File: src/design/sensor_motor_heater_controller_assert.svh
// ----------------------------------------------------------------------------
// Assertion macros for the sensor motor heater controller
// Concurrent checks that compile away when SYNTHESIS is defined.
// ----------------------------------------------------------------------------
`ifndef SENSOR_MOTOR_HEATER_CONTROLLER_ASSERT_SVH
`define SENSOR_MOTOR_HEATER_CONTROLLER_ASSERT_SVH

`ifndef SYNTHESIS
`define SMHC_ASSERT_SAME(label, clk, rst_n, ante, cons, msg) \
    label: assert property (@(posedge clk) disable iff (!rst_n) (ante) |-> (cons)) \
        else $error(msg);
`define SMHC_ASSERT_NEXT(label, clk, rst_n, ante, cons, msg) \
    label: assert property (@(posedge clk) disable iff (!rst_n) (ante) |=> (cons)) \
        else $error(msg);
`else
`define SMHC_ASSERT_SAME(label, clk, rst_n, ante, cons, msg)
`define SMHC_ASSERT_NEXT(label, clk, rst_n, ante, cons, msg)
`endif

`endif

File: src/design/smhc_pkg.sv
// ----------------------------------------------------------------------------
// Sensor motor heater controller package
// Payload types, register indexes and fixed-point constants.
// ----------------------------------------------------------------------------
package smhc_pkg;

    localparam int AVG_COUNT   = 5;
    localparam int SAMPLE_BITS = 10;
    localparam int CFG_BITS    = 10;
    localparam int CFG_IDX_BITS = 2;
    localparam int DUTY_BITS   = 7;

    localparam int SUM_BITS  = $clog2(AVG_COUNT * ((2 ** SAMPLE_BITS) - 1) + 1);
    localparam int CNT_BITS  = $clog2(AVG_COUNT + 1);
    localparam int CMP_BITS  = (SAMPLE_BITS > CFG_BITS) ? SAMPLE_BITS : CFG_BITS;

    localparam int RECIP_SHIFT = 20;
    localparam int RECIP_BITS  = RECIP_SHIFT + 1;
    localparam int RECIP_VALUE = ((2 ** RECIP_SHIFT) + AVG_COUNT - 1) / AVG_COUNT;
    localparam int MULT_BITS   = SUM_BITS + RECIP_BITS;

    localparam int FACTOR_BITS = 7;
    localparam int PROD_BITS   = SAMPLE_BITS + FACTOR_BITS;

    localparam logic [FACTOR_BITS-1:0] K_LIGHT_UNIT = 7'd5;
    localparam logic [FACTOR_BITS-1:0] K_LIGHT_HIGH = 7'd6;
    localparam logic [FACTOR_BITS-1:0] K_LIGHT_LOW  = 7'd4;
    localparam logic [FACTOR_BITS-1:0] K_LADDER_UNIT = 7'd10;
    localparam logic [FACTOR_BITS-1:0] K_HEAT_UNIT  = 7'd100;
    localparam logic [FACTOR_BITS-1:0] K_HEAT_BAND  = 7'd103;

    localparam logic [DUTY_BITS-1:0] DUTY_OFF  = 7'd0;
    localparam logic [DUTY_BITS-1:0] DUTY_DIM  = 7'd10;
    localparam logic [DUTY_BITS-1:0] DUTY_FULL = 7'd100;

    localparam int LADDER_LEN = 7;
    localparam logic [FACTOR_BITS-1:0] LADDER_FACTOR [LADDER_LEN] =
        '{7'd33, 7'd28, 7'd25, 7'd22, 7'd19, 7'd17, 7'd14};
    localparam logic [DUTY_BITS-1:0] LADDER_DUTY [LADDER_LEN] =
        '{7'd18, 7'd17, 7'd16, 7'd15, 7'd14, 7'd13, 7'd12};

    localparam logic [CFG_IDX_BITS-1:0] CFG_BLOCK_LEVEL   = 2'd0;
    localparam logic [CFG_IDX_BITS-1:0] CFG_RELEASE_LEVEL = 2'd1;
    localparam logic [CFG_IDX_BITS-1:0] CFG_PRESS_LEVEL   = 2'd2;

    localparam logic [CFG_BITS-1:0] RST_BLOCK_LEVEL   = 10'd550;
    localparam logic [CFG_BITS-1:0] RST_RELEASE_LEVEL = 10'd800;
    localparam logic [CFG_BITS-1:0] RST_PRESS_LEVEL   = 10'd500;

    typedef struct packed {
        logic [SAMPLE_BITS-1:0] light_sample;
        logic [SAMPLE_BITS-1:0] touch_sample;
        logic [SAMPLE_BITS-1:0] heat_sample;
    } t_sample;

    typedef struct packed {
        logic [DUTY_BITS-1:0] motor_duty;
        logic                 direction_forward;
        logic                 heater_on;
    } t_result;

    typedef struct packed {
        logic [SUM_BITS-1:0] light;
        logic [SUM_BITS-1:0] touch;
        logic [SUM_BITS-1:0] heat;
    } t_sums;

    typedef struct packed {
        logic [SAMPLE_BITS-1:0] light;
        logic [SAMPLE_BITS-1:0] touch;
        logic [SAMPLE_BITS-1:0] heat;
    } t_avgs;

    function automatic logic [PROD_BITS-1:0] mul_const(
        input logic [SAMPLE_BITS-1:0] value,
        input logic [FACTOR_BITS-1:0] factor
    );
        return PROD_BITS'(value) * PROD_BITS'(factor);
    endfunction

    function automatic logic [SAMPLE_BITS-1:0] div_avg(input logic [SUM_BITS-1:0] sum);
        logic [MULT_BITS-1:0] prod;
        prod = MULT_BITS'(sum) * MULT_BITS'(RECIP_VALUE);
        return prod[RECIP_SHIFT +: SAMPLE_BITS];
    endfunction

endpackage

File: src/design/sensor_motor_heater_controller.sv
// ----------------------------------------------------------------------------
// Sensor motor heater controller
// Averages groups of light, touch and temperature samples and derives the
// motor duty, motor direction and heater drive from each group average.
// ----------------------------------------------------------------------------
//  Channel  Handshake                 Payload
//  in       i_in_valid / o_in_stall    i_in_data  (smhc_pkg::t_sample)
//  out      o_out_valid / i_out_stall  o_out_data (smhc_pkg::t_result)
//  cfg      i_cfg_valid / o_cfg_ready  i_cfg_index, i_cfg_data
//
//  One sample set is accepted per cycle while o_in_stall is low; every fifth set produces a result.
//  A result is valid once the set completing its group has passed the sum
//  register, the averaging multiply into the average register, then decision
//  logic into the result register.
//  Reset is synchronous and restores defaults; sum/avg/result data are not reset.
//  A stalled result blocks input only once the pipeline behind it is full.
// ----------------------------------------------------------------------------
`include "sensor_motor_heater_controller_assert.svh"

module sensor_motor_heater_controller (
    input  logic                              i_clk,
    input  logic                              i_rst_n,
    input  logic                              i_in_valid,
    output logic                              o_in_stall,
    input  smhc_pkg::t_sample                 i_in_data,
    output logic                              o_out_valid,
    input  logic                              i_out_stall,
    output smhc_pkg::t_result                 o_out_data,
    input  logic                              i_cfg_valid,
    output logic                              o_cfg_ready,
    input  logic [smhc_pkg::CFG_IDX_BITS-1:0] i_cfg_index,
    input  logic [smhc_pkg::CFG_BITS-1:0]     i_cfg_data
);
    import smhc_pkg::*;

    logic [CFG_BITS-1:0]    r_block_level;
    logic [CFG_BITS-1:0]    r_release_level;
    logic [CFG_BITS-1:0]    r_press_level;

    t_sums                  r_acc;
    logic [CNT_BITS-1:0]    r_cnt;
    logic                   r_sum_valid;
    t_sums                  r_sum;
    logic                   r_avg_valid;
    t_avgs                  r_avg;
    logic                   r_out_valid;
    t_result                r_out;

    logic                   r_base_taken;
    logic [SAMPLE_BITS-1:0] r_light_base;
    logic [SAMPLE_BITS-1:0] r_heat_base;
    logic [DUTY_BITS-1:0]   r_duty;
    logic                   r_latched;
    logic                   r_dir;
    logic                   r_heater;

    logic                   out_ready;
    logic                   avg_ready;
    logic                   sum_ready;
    logic                   in_accept;
    logic                   group_done;
    t_sums                  tot;

    logic [SAMPLE_BITS-1:0] light_base;
    logic [SAMPLE_BITS-1:0] heat_base;
    logic [PROD_BITS-1:0]   light5;
    logic [PROD_BITS-1:0]   light10;
    logic [PROD_BITS-1:0]   heat100;
    logic [PROD_BITS-1:0]   heat103;
    logic [DUTY_BITS-1:0]   n_duty;
    logic                   n_latched;
    logic                   n_dir;
    logic                   n_heater;

    assign out_ready  = !r_out_valid || !i_out_stall;
    assign avg_ready  = !r_avg_valid || out_ready;
    assign sum_ready  = !r_sum_valid || avg_ready;
    assign o_in_stall = !sum_ready;
    assign in_accept  = i_in_valid && sum_ready;
    assign group_done = (r_cnt == CNT_BITS'(AVG_COUNT - 1));

    assign o_cfg_ready = 1'b1;
    assign o_out_valid = r_out_valid;
    assign o_out_data  = r_out;

    always_comb begin
        tot.light = r_acc.light + SUM_BITS'(i_in_data.light_sample);
        tot.touch = r_acc.touch + SUM_BITS'(i_in_data.touch_sample);
        tot.heat  = r_acc.heat + SUM_BITS'(i_in_data.heat_sample);
    end

    always_comb begin
        light_base = r_base_taken ? r_light_base : r_avg.light;
        heat_base  = r_base_taken ? r_heat_base : r_avg.heat;
        light5     = mul_const(r_avg.light, K_LIGHT_UNIT);
        light10    = mul_const(r_avg.light, K_LADDER_UNIT);
        heat100    = mul_const(r_avg.heat, K_HEAT_UNIT);
        heat103    = mul_const(heat_base, K_HEAT_BAND);

        n_duty = r_duty;
        for (int i = LADDER_LEN - 1; i >= 0; i--) begin
            if (light10 > mul_const(light_base, LADDER_FACTOR[i])) begin
                n_duty = LADDER_DUTY[i];
            end
        end
        if (CMP_BITS'(r_avg.light) >= CMP_BITS'(r_block_level)) begin
            n_duty = DUTY_FULL;
        end
        if (light5 < mul_const(light_base, K_LIGHT_LOW)) begin
            n_duty = DUTY_OFF;
        end else if (light5 < mul_const(light_base, K_LIGHT_HIGH)) begin
            n_duty = DUTY_DIM;
        end

        n_latched = r_latched;
        n_dir     = r_dir;
        if (CMP_BITS'(r_avg.touch) > CMP_BITS'(r_release_level)) begin
            n_latched = 1'b0;
        end
        if (CMP_BITS'(r_avg.touch) <= CMP_BITS'(r_press_level) && !n_latched) begin
            n_dir     = !r_dir;
            n_latched = 1'b1;
        end

        n_heater = r_heater;
        if (!(r_avg.heat > heat_base && heat100 < heat103)) begin
            if (heat100 >= heat103) begin
                n_heater = 1'b1;
            end
            if (r_avg.heat <= heat_base) begin
                n_heater = 1'b0;
            end
        end
    end

    always_ff @(posedge i_clk) begin
        if (!i_rst_n) begin
            r_block_level   <= RST_BLOCK_LEVEL;
            r_release_level <= RST_RELEASE_LEVEL;
            r_press_level   <= RST_PRESS_LEVEL;
            r_acc           <= '0;
            r_cnt           <= '0;
            r_sum_valid     <= 1'b0;
            r_avg_valid     <= 1'b0;
            r_out_valid     <= 1'b0;
            r_base_taken    <= 1'b0;
            r_light_base    <= '0;
            r_heat_base     <= '0;
            r_duty          <= '0;
            r_latched       <= 1'b0;
            r_dir           <= 1'b0;
            r_heater        <= 1'b0;
        end else begin
            if (i_cfg_valid) begin
                case (i_cfg_index)
                    CFG_BLOCK_LEVEL:   r_block_level   <= i_cfg_data;
                    CFG_RELEASE_LEVEL: r_release_level <= i_cfg_data;
                    CFG_PRESS_LEVEL:   r_press_level   <= i_cfg_data;
                    default: begin
                    end
                endcase
            end

            if (in_accept) begin
                if (group_done) begin
                    r_acc <= '0;
                    r_cnt <= '0;
                end else begin
                    r_acc <= tot;
                    r_cnt <= r_cnt + CNT_BITS'(1);
                end
            end

            if (in_accept && group_done) begin
                r_sum_valid <= 1'b1;
            end else if (avg_ready) begin
                r_sum_valid <= 1'b0;
            end

            if (avg_ready) begin
                r_avg_valid <= r_sum_valid;
            end

            if (out_ready) begin
                r_out_valid <= r_avg_valid;
            end

            if (r_avg_valid && out_ready) begin
                r_base_taken <= 1'b1;
                r_light_base <= light_base;
                r_heat_base  <= heat_base;
                r_duty       <= n_duty;
                r_latched    <= n_latched;
                r_dir        <= n_dir;
                r_heater     <= n_heater;
            end
        end
    end

    always_ff @(posedge i_clk) begin
        if (in_accept && group_done) begin
            r_sum <= tot;
        end
        if (r_sum_valid && avg_ready) begin
            r_avg.light <= div_avg(r_sum.light);
            r_avg.touch <= div_avg(r_sum.touch);
            r_avg.heat  <= div_avg(r_sum.heat);
        end
        if (r_avg_valid && out_ready) begin
            r_out.motor_duty        <= n_duty;
            r_out.direction_forward <= n_dir;
            r_out.heater_on         <= n_heater;
        end
    end

    `SMHC_ASSERT_SAME(a_duty_range, i_clk, i_rst_n, r_out_valid, r_out.motor_duty <= DUTY_FULL, "motor duty above full scale")
    `SMHC_ASSERT_SAME(a_cnt_range, i_clk, i_rst_n, 1'b1, r_cnt < CNT_BITS'(AVG_COUNT), "group count out of range")
    `SMHC_ASSERT_NEXT(a_group_load, i_clk, i_rst_n, in_accept && group_done, r_sum_valid, "completed group not loaded")
    `SMHC_ASSERT_NEXT(a_dir_hold, i_clk, i_rst_n, !(r_avg_valid && out_ready), $stable(r_dir), "direction changed without a result")

endmodule
File: config.mk
export PLATFORM = sky130hd
export DESIGN_NAME = sensor_motor_heater_controller
export DESIGN_NICKNAME = d
export VERILOG_FILES = /design/src/design/smhc_pkg.sv /design/src/design/sensor_motor_heater_controller.sv
export VERILOG_INCLUDE_DIRS = /design/src /design/src/design
export SDC_FILE = /design/constraint.sdc
export NUM_CORES = 1
export LEC_CHECK = 0
export BUFFER_PORTS_ARGS = -buffer_cell sky130_fd_sc_hd__buf_2
export CAP_MARGIN = 20
export CELL_PAD_IN_SITES_DETAIL_PLACEMENT = 1
export CELL_PAD_IN_SITES_GLOBAL_PLACEMENT = 2
export CORE_UTILIZATION = 30
export CTS_CLUSTER_DIAMETER = 30
export DETAILED_ROUTE_END_ITERATION = 10
export PLACE_DENSITY_LB_ADDON = 0.25
export SYNTH_ARGS = -nofsm -noshare
export SYNTH_HDL_FRONTEND = slang
export SYNTH_SLANG_ARGS = --single-unit
File: constraint.sdc
create_clock -name i_clk -period 12.2 [get_ports i_clk]
set_input_delay 1.22 -clock i_clk [delete_from_list [all_inputs] [get_ports i_clk]]
set_output_delay 1.22 -clock i_clk [all_outputs]
set_load 0.005 [all_outputs]
Yosys cells after proc, flatten, opt, wreduce, memory -nomap -nowiden. Index checks and enable logic that the tools add are counted.

Register bits after elaboration: 184. Input port bits: 47. Output and inout port bits: 12. Logic and storage cells: 107.

Add/subtract/negate cells: 4. $mul: 15. $lt $le $gt $ge: 16. Equal/unequal tests: 3. Multiplexer cells: 22. Reductions and logical operators: 21.

Operator list (number): $mul 13x16->28 const B (3); $gt 14x15->1 (5); $mux 7 (10); $mul 10x5->15 const B (4); $mul 10x3->13 const B (4); $add 13x10->13 (3); $mux 39 (1); $gt 10x10->1 (2); $le 10x10->1 (2); $mux 10 (2); $ge 17x17->1 (1); $lt 17x17->1 (1); $mul 10x7->17 const B (1); $gt 14x16->1 (1); $mul 10x6->16 const B (1); $gt 14x14->1 (1); $mul 10x4->14 const B (1); $lt 13x12->1 (1); $lt 13x13->1 (1); $mul 10x2->12 const B (1); $ge 10x10->1 (1); $mux 1 (8); $logic_not 1->1 (7); $logic_and 1x1->1 (6); 9 further kinds (13).

Longest topological paths before layout. Gate-level depths: netlist of the first run.

Depth after elaboration: 13. Mapped depth: 29. Depth with buffers taken out: 27.

Worst setup path before layout of the first run. OpenSTA, ideal clock, no wires.

Path kind: flip-flop to flip-flop. Start: register r_base_taken. End: register r_out (netlist bit o_out_data[0]) (data pin). Library setup time: 0.278 ns. Data arrival time: 5.910 ns. Data required time: 11.922 ns. Path slack: 6.012 ns. Stages on the path, launching flop included: 26. Buffers on the path: 3. Clock period less this slack: 6.188 ns. Cell sequence: dfxtp_1 clkbuf_2 buf_4 buf_1 mux2i_1 inv_1 ha_1 inv_1 fa_1 inv_1 fa_1 inv_1 fa_1 inv_1 ha_1 inv_1 o21ai_0 a211oi_1 o21ai_0 a31o_2 a21oi_1 xor2_1 ha_1 o2111a_1 a2111oi_0 nor3_1.

Cells in the longest elaborated chain, start to end: 6. Elaborated cells on any way between the ends: 10. Those cells by class: 1 x mul; 4 x order compare; 4 x mux; 1 x reduce/logical.

Ends and longest elaborated chain: start, declared (RTL line sensor_motor_heater_controller.sv:49) `logic r_base_taken;`; start signal, assigned (RTL line sensor_motor_heater_controller.sv:146) `r_base_taken <= 1'b0;`; start signal, assigned (RTL line sensor_motor_heater_controller.sv:189) `r_base_taken <= 1'b1;`; $mux 10 (*) (RTL line sensor_motor_heater_controller.sv:94) `heat_base = r_base_taken ? r_heat_base : r_avg.heat;`; via heat_base[6] (RTL line sensor_motor_heater_controller.sv:65) `logic [SAMPLE_BITS-1:0] heat_base;`; $mul 10x7->17 (RTL line smhc_pkg.sv:78) `return PROD_BITS'(value) * PROD_BITS'(factor);`; $ge 17x17->1 (RTL line sensor_motor_heater_controller.sv:127) `if (heat100 >= heat103) begin`; $mux 1 (RTL line sensor_motor_heater_controller.sv:127); $mux 1 (RTL line sensor_motor_heater_controller.sv:130) `if (r_avg.heat <= heat_base) begin`; $mux 1 (*) (RTL line sensor_motor_heater_controller.sv:126) `if (!(r_avg.heat > heat_base && heat100 < heat103)) begin`; via n_heater (RTL line sensor_motor_heater_controller.sv:73) `logic n_heater;`; end, declared (RTL line sensor_motor_heater_controller.sv:47) `t_result r_out;`.

Mark *: on every way through the listed nets, which the timed path passes. The rest lies on a longest branch. A chain may end at the register's enable or synchronous reset.

Worst setup path after layout of the first run.
Start: register r_base_taken. End: register r_out (netlist bit o_out_data[6]) (data pin).

Cells in the longest elaborated chain, start to end: 13. Elaborated cells on any way between the ends: 28. Those cells by class: 8 x mul; 9 x order compare; 11 x mux.

Ends and longest elaborated chain: $mux 10 (*) (RTL line sensor_motor_heater_controller.sv:93) `light_base = r_base_taken ? r_light_base : r_avg.light;`; via light_base[4] (RTL line sensor_motor_heater_controller.sv:64) `logic [SAMPLE_BITS-1:0] light_base;`; $mul 10x3->13 (RTL line smhc_pkg.sv:78); $gt 14x14->1 (RTL line sensor_motor_heater_controller.sv:102) `if (light10 > mul_const(light_base, LADDER_FACTOR[i])) begin`; $mux 7 (7 in a row) (RTL line sensor_motor_heater_controller.sv:102); $mux 7 (RTL line sensor_motor_heater_controller.sv:106) `if (CMP_BITS'(r_avg.light) >= CMP_BITS'(r_block_level)) begin`; $mux 7 (RTL line sensor_motor_heater_controller.sv:111) `end else if (light5 < mul_const(light_base, K_LIGHT_HIGH)) begin`; $mux 7 (*) (RTL line sensor_motor_heater_controller.sv:109) `if (light5 < mul_const(light_base, K_LIGHT_LOW)) begin`; via n_duty[4] (RTL line sensor_motor_heater_controller.sv:70) `logic [DUTY_BITS-1:0] n_duty;`.

Marked as above.

==> summary.md, run 1 <==
| Metric | Value |
|---|---|
| Vias per cell | 4.89 |
| Sequence of cells on the critical path | buf_4 -> mux2i_1 -> inv_1 -> ha_1 -> fa_1 -> ha_1 -> inv_1 -> o21bai_1 -> a21oi_1 -> o21bai_1 -> a21oi_1 -> o21ai_0 -> o41a_1 -> xnor2_1 -> ha_1 -> nand3_1 -> a221oi_1 -> o21ai_0 -> a31oi_1 -> a31oi_1 -> o211ai_2 -> nor2_1 -> or2_2 |
| Synthesized area | ~0.026 mm^2 |
| Final #Nets | roughly 3,700 |
| Post-route DRC | 0 |
| Yosys warns | 0 |
| Synth area leader | ha_1 |
| WP data required | roughly 12 ns |
| Power density cells | around 57 mW/mm^2 |
| Cts repair resizes | 0 |
| Count of final hold-check violations | 0 |
| TritonRoute pass-1 iters | 4 |
| Wirelength per Cell | 17.8 um |
| RSZ-0062 raised after global routing | no |
| CTS Sinks | between 150 and 200 |
| Die Span X | roughly 300 um |
| Avg Cell Area, Syn | approximately 9.5 um^2 |
| Leakage | 14.1 nW |
| Grt total ovfl | 0 |
| Hpwl dp | 59,300 um |
| Reg clk slew, reported paths | 0.08 ns |
| H-tree depth | 4 |
| Post-synth EDFFs | 78 |
| Fmax | approximately 0.13 GHz |
| Vias in the first global route | 22,000 |
| Share of layout cells above drive strength 1 | 5.65% |
| FP Rows | ~110 |
| Synth top area cells | ha_1 30%, fa_1 16%, edfxtp_1 9.0% |
| Post-CTS Hold Buffers | 0 |
| Sequential-to-total area share from yosys stat | 17.2% |
| Syn nets | around 3,600 |
| Period utilization | 61.3% |
| Synthesis-to-layout area growth | 9.48% |
| IO Port Bufs | 57 |
| 1st-iter DRT viols | 524 |
| Most used cell, CP | ha_1 |
| Routability cong. | 0.828 |
| Crit end category | register |
| Post-synth ARST share | 0% |
| # fillers | 9,868 |
| Result of the run | completed |
| Slew Limit Fails | 0 |
| Largest net degree at the start of global routing | 46 |
| WP buf/inv | 3 |
| Fin crit period | 7.48 ns |
| Most used flip-flop cell after synthesis | dfxtp_1 |
| Hold crit path type | reg -> reg |
| Synth Register Bits | 184 |
| CTS tree | built |
| Yosys top cell area share | 30.3% |
| CP max stage delay | 0.73 ns |
| Number of distinct library cells after synthesis | 81 |
| Clock buffer count from CTS | 17 |
| Initial Utilization | 30.4% |
| Crit path max-delay family | compound AO/OA/AOI/OAI gates |
| Gr usage total | between 15 and 20% |
| ANT nets after route | 0 |
| Worst skew pair latency | 0.49 ns |
| Via count | 19,400 |
| Die height | 297 um |
| Maximum vdd drop | 0.0000729 V |
| Finished Core Util | approximately 33% |
| Clock tree buffer depth | 2 |
| Total negative slack | 0 ns |
| First-pass GRT wire length | 116,000 um |
| Initial antenna violation count | 2 |
| Pwr Total | 1.62 mW |
| Cell count after synthesis | around 2,800 |
| Final setup vio count | 0 |
| Clk root buf | clkbuf_16 |
| Critical path startpoint category | register |
| Number of top-level pins | 59 |
| Die area | between 0.08 and 0.09 mm^2 |
| Max-Cap Viols | 0 |
| Worst path slowest cell | dfxtp_1 |
| Post-CTS Setup Bufs | 0 |
| CP Class | reg -> reg |
| Core box area | 0.0855 mm^2 |
| Slew margin rel. | 25.1% |
| Total Wirelength | 70,600 um |
| Worst slew pin tran | ~1.1 ns |
| Worst Clk Skew | 0.0193 ns |
| Arr. time, crit path | 7.72 ns |
| Crit Path Max Fanout | 15 |
-- final timing paths --
path / start / endpoint / slack [ns] / cells past startpoint
setup / recovery: r_base_taken / o_out_data[6] / 4.72 / 23
hold / removal: r_block_level[3] / r_block_level[3] / 0.46 / 2
setup reg to reg: r_base_taken / o_out_data[6] / 4.72 / 23
hold reg to reg: r_block_level[3] / r_block_level[3] / 0.46 / 2
-- layout by cell type, fill, tap and decap left out, drive strengths merged, types with 15 or more instances in the layout --
| cell | count |
|---|---|
| a21boi | 15 |
| nor2 | 156 |
| xnor2 | 94 |
| a21o | 63 |
| clkbuf | 17 |
| o21a | 39 |
| mux2i | 21 |
| buf | 80 |
| a211oi | 36 |
| nand3 | 41 |
| o21ai | 86 |
| a31oi | 15 |
| ha | 630 |
| o211ai | 27 |
| nand2b | 27 |
| nor2b | 41 |
| a22oi | 27 |
| nand4 | 23 |
| xor2 | 44 |
| nand2 | 131 |
| fa | 210 |
| dfxtp | 106 |
| inv | 497 |
| edfxtp | 78 |
| a21oi | 120 |
| nor3 | 37 |
-- cell usage after synthesis, drive strengths merged (44+ instances only) --
cell / number
ha: 630
xor2: 44
inv: 489
nor2: 156
a21o: 63
edfxtp: 78
nand2: 131
xnor2: 94
dfxtp: 106
a21oi: 120
o21ai: 86
fa: 210
-- logic make-up (layout without fill, tap and decap cells) --
family | count (synthesis) | count (layout) | synth area share, %
xor gates and xnor gates | 138 | 138 | 4.64
muxes | 22 | 22 | 0.851
and+or+nand+nor | 527 | 527 | 9.75
AOI/OAI and AO/OA | 515 | 515 | 13.5
other | 1 | 2 | 0.0144
buffers and inverters | 525 | 602 | 7.61
adders and majority gates | 841 | 841 | 46.5
DFF | 184 | 184 | 17.2
-- registers in the layout (all words and copies together), names as in the netlist, 3 cells and up --
register and cells:
r_heat_base 10, r_sum 39, r_avg 30, r_acc 39, o_out_data 9, r_cnt 3
r_release_level 10, r_block_level 10, r_duty 7, r_press_level 10, r_light_base 10
-- through the flow --
| step | instance area [um^2] | worst slack [ns] | hold WS, ns | instances |
|---|---|---|---|---|
| after floorplan | 26000 | 6.01 | 0.435 | 2753 |
| after global placement | 27800 | 4.79 | 0.444 | 3941 |
| after detailed placement | 27900 | 4.63 | 0.451 | 3942 |
| after CTS | 28500 | 4.63 | 0.462 | 3974 |
| after global routing | 28500 | 4.08 | 0.476 | 3974 |
| final | 28500 | 4.72 | 0.459 | 3975 |
-- power breakdown --
part	total [mW]	internal [mW]	switching [mW]
clock network	0.618	0.332	0.286
registers	0.681	0.669	0.0121
logic	0.322	0.136	0.185
-- worst min-delay path, stage by stage (launching register included) --
cell and delay (ns):
dfxtp_1 0.31, nand2_1 0.05, a21oi_1 0.05
-- layer usage --
metal	GRT usage, %	part of all wire (%)
met5	0	0.038
met3	1.92	2.2
met2	30.0	49
met1	21.4	47
met4	4.43	1.9
-- area by class of cell --
class | count | area, um^2 | share of cell area (%)
multi-input combinational | 2044 | 19600 | 69.0
sequential | 184 | 4460 | 15.7
inverter | 490 | 1840 | 6.46
tap | 1144 | 1430 | 5.02
timing repair buffer | 80 | 470 | 1.65
clock buffer | 17 | 425 | 1.49
clock inverter | 15 | 208 | 0.729
antenna | 1 | 2.50 | 0.00878
Power figures use the tool's default switching activity.
==> run 2, diff against run 1 <==
Clock period 12.2 ns to 6.55 ns, I/O delays scaled along.
==> run 2 against run 1 <==
  * Hold slack worse by 0.031 ns
  * Die area stayed put
  * Sequential share of layout area is 0.087 points lower
  * Routed wire length is 2.0% higher
  * Maximum frequency is 22% higher
  * Total power is 80% higher
  * Critical path type unchanged
  * Critical path depth is 3 higher
  * Via count is 0.13% higher
  * Clock skew is 0.0040 ns higher
  * Design area is 0.59% higher
  * Global-route usage is 0.25 points higher
==> summary.md, run 2 (same netlist as run 1, synthesis figures left out) <==
| Metric | Value |
|---|---|
| Vias per cell | 4.85 |
| Die Span X | 297 um |
| Reg clk slew, reported paths | 0.09 ns |
| # fillers | 9,853 |
| Final #Nets | 3,736 |
| Power density cells | about 100 mW/mm^2 |
| Post-route DRC | 0 |
| Combinational share of power | between 20% and 30% |
| Leakage | 14.2 nW |
| Core box area | 0.0855 mm^2 |
| Fin crit period | 6.13 ns |
| Crit end category | register |
| Met1 usage | 21.6% |
| Worst slew pin tran | 0.995 ns |
| FP Rows | 107 |
| Period utilization | 93.7% |
| Area of the multi-input gates | 0.0197 mm^2 |
| First-pass GRT wire length | roughly 120,000 um |
| Met3 Usage GRT | 2.32% |
| Pwr Total | 2.91 mW |
| CTS tree | built |
| WP buf/inv | 2 |
| Storage element area | about 0.0045 mm^2 |
| RSZ-0062 raised after global routing | no |
| Gr usage total | 17.1% |
| Clk root buf | clkbuf_16 |
| Arr. time, crit path | about 6.4 ns |
| Vias in the first global route | around 22,000 |
| Largest registers | r_acc: 39 flops, r_sum: 39 flops, r_avg: 30 flops |
| Clock power frac | a little over a third |
| WP data required | ~6.8 ns |
| Crit path max-delay family | compound AO/OA/AOI/OAI gates |
| Initial antenna violation count | 3 |
| Largest net degree at the start of global routing | 44 |
| Share of layout cells above drive strength 1 | 6.88% |
| Worst path slowest cell | fa_1 |
| Post-CTS Setup Bufs | 0 |
| # diodes | 0 |
| Sw power | 908 uW |
| CP Class | reg -> reg |
| Max-Cap Viols | 0 |
| Die height | 297 um |
| Maximum vdd drop | ~0.00014 V |
| Slew Limit Fails | 0 |
| Clock tree buffer depth | 2 |
| Commonest non-fill, non-tap cell in the layout | ha_1 |
| Placed cell areas | 0.0281 mm^2 |
| P_int | 2.00 mW |
| Initial Utilization | 30.4% |
| Final setup vio count | 0 |
| Total negative slack | 0 ns |
| Crit Path Max Fanout | 9 |
| Die area | 0.0879 mm^2 |
| H-tree depth | 4 |
| Hold crit path type | in -> reg |
| Hpwl dp | 61,500 um |
| CTS Sinks | between 150 and 200 |
| Routability cong. | approximately 0.86 |
| ANT nets after route | 0 |
| TritonRoute pass-1 iters | 4 |
| Count of final hold-check violations | 0 |
| Clock buffer count from CTS | 17 |
| Number of top-level pins | 59 |
| IO Port Bufs | 57 |
| Fmax | about 0.16 GHz |
| Wirelength per Cell | 18.0 um |
| Synthesis-to-layout area growth | 10.1% |
| Sw Ratio | 31.2% |
| Critical path startpoint category | register |
| Cell area after layout | 0.0287 mm^2 |
| Gr busiest metal | met2 |
| Via count | approximately 20,000 |
| Most frequent cells in the layout | 630 x ha_1, 487 x inv_1, 210 x fa_1 |
| Slew margin rel. | 33.4% |
| Grt total ovfl | 0 |
| Most used cell, CP | ha_1 |
| Total Wirelength | about 72,000 um |
| Worst Clk Skew | 0.0233 ns |
| Worst skew pair latency | 0.50 ns |
| Sequential cell fraction of total power | 43.6% |
| 1st-iter DRT viols | 488 |
| Met2 GRT Util | 30.3% |
| CP max stage delay | 0.49 ns |
| Result of the run | completed |
==> run 2: cell types whose count changed in the layout (fill, tap and decap cells not counted), sizes merged <==
cell	change
clkinv	-2
bufinv	-3
inv	+3
buf	+32
clkbuf	+2
diode	-1
==> run 2: per-stage QoR <==
stage	setup slack (ns)	hold slack [ns]	cells	utilization, %
after floorplan	0.362	0.435	2753	-
after global placement	0.390	0.447	3972	32.8
after detailed placement	0.0657	0.451	3974	32.8
after CTS	0.0398	0.382	4006	33.5
after global routing	0.00112	0.405	4006	33.5
final	0.415	0.428	4006	33.5
==> run 2: worst min-delay path, stage by stage <==
cell and delay [ns]:
buf_2 0.12, nand2_1 0.05, a21oi_1 0.05
==> run 2: cell type report <==
| cell class | instances | share of cell area, % |
|---|---|---|
| Clock buffer | 19 | 1.51 |
| Clock inverter | 13 | 0.384 |
| Inverter | 490 | 6.42 |
| Multi-Input combinational cell | 2044 | 68.6 |
| Sequential cell | 184 | 15.6 |
| Tap cell | 1144 | 4.99 |
| Timing Repair Buffer | 112 | 2.48 |
==> run 2: final timing paths <==
| path | slack (ns) | cells past startpoint | end | start |
|---|---|---|---|---|
| worst max register to register | 0.42 | 26 | o_out_data[6] | r_base_taken |
| worst min-delay path | 0.43 | 3 | r_release_level[3] | i_cfg_data[3] |
| worst min register to register | 0.46 | 2 | r_block_level[6] | r_block_level[6] |
| worst max-delay path | 0.42 | 26 | o_out_data[6] | r_base_taken |
==> run 2: what timing repair did <==
| item | CTS | global route |
|---|---|---|
| endpoints found under the setup margin | 0 | 14 |
| gates resized for setup | 0 | 9 |
| hold buffers | 0 | 0 |
==> run 2: layer usage <==
layer | part of all wire, % | vias up | routed length, um
met5 | 0.049 | - | 35
met4 | 2.1 | 6 | 1490
met3 | 2.1 | 68 | 1500
met2 | 49 | 143 | 35300
met1 | 47 | 9587 | 33700
li1 | - | 9643 | -
==> run 2: power groups by stage <==
stage	registers (mW)	clock network (mW)	logic (mW)
2_1_floorplan	1.29	0	0.440
3_3_place_gp	1.29	0	0.592
3_5_place_dp	1.29	0	0.612
4_1_cts	1.27	1.09	0.618
5_1_grt	1.27	1.11	0.699
6_report	1.27	1.04	0.605
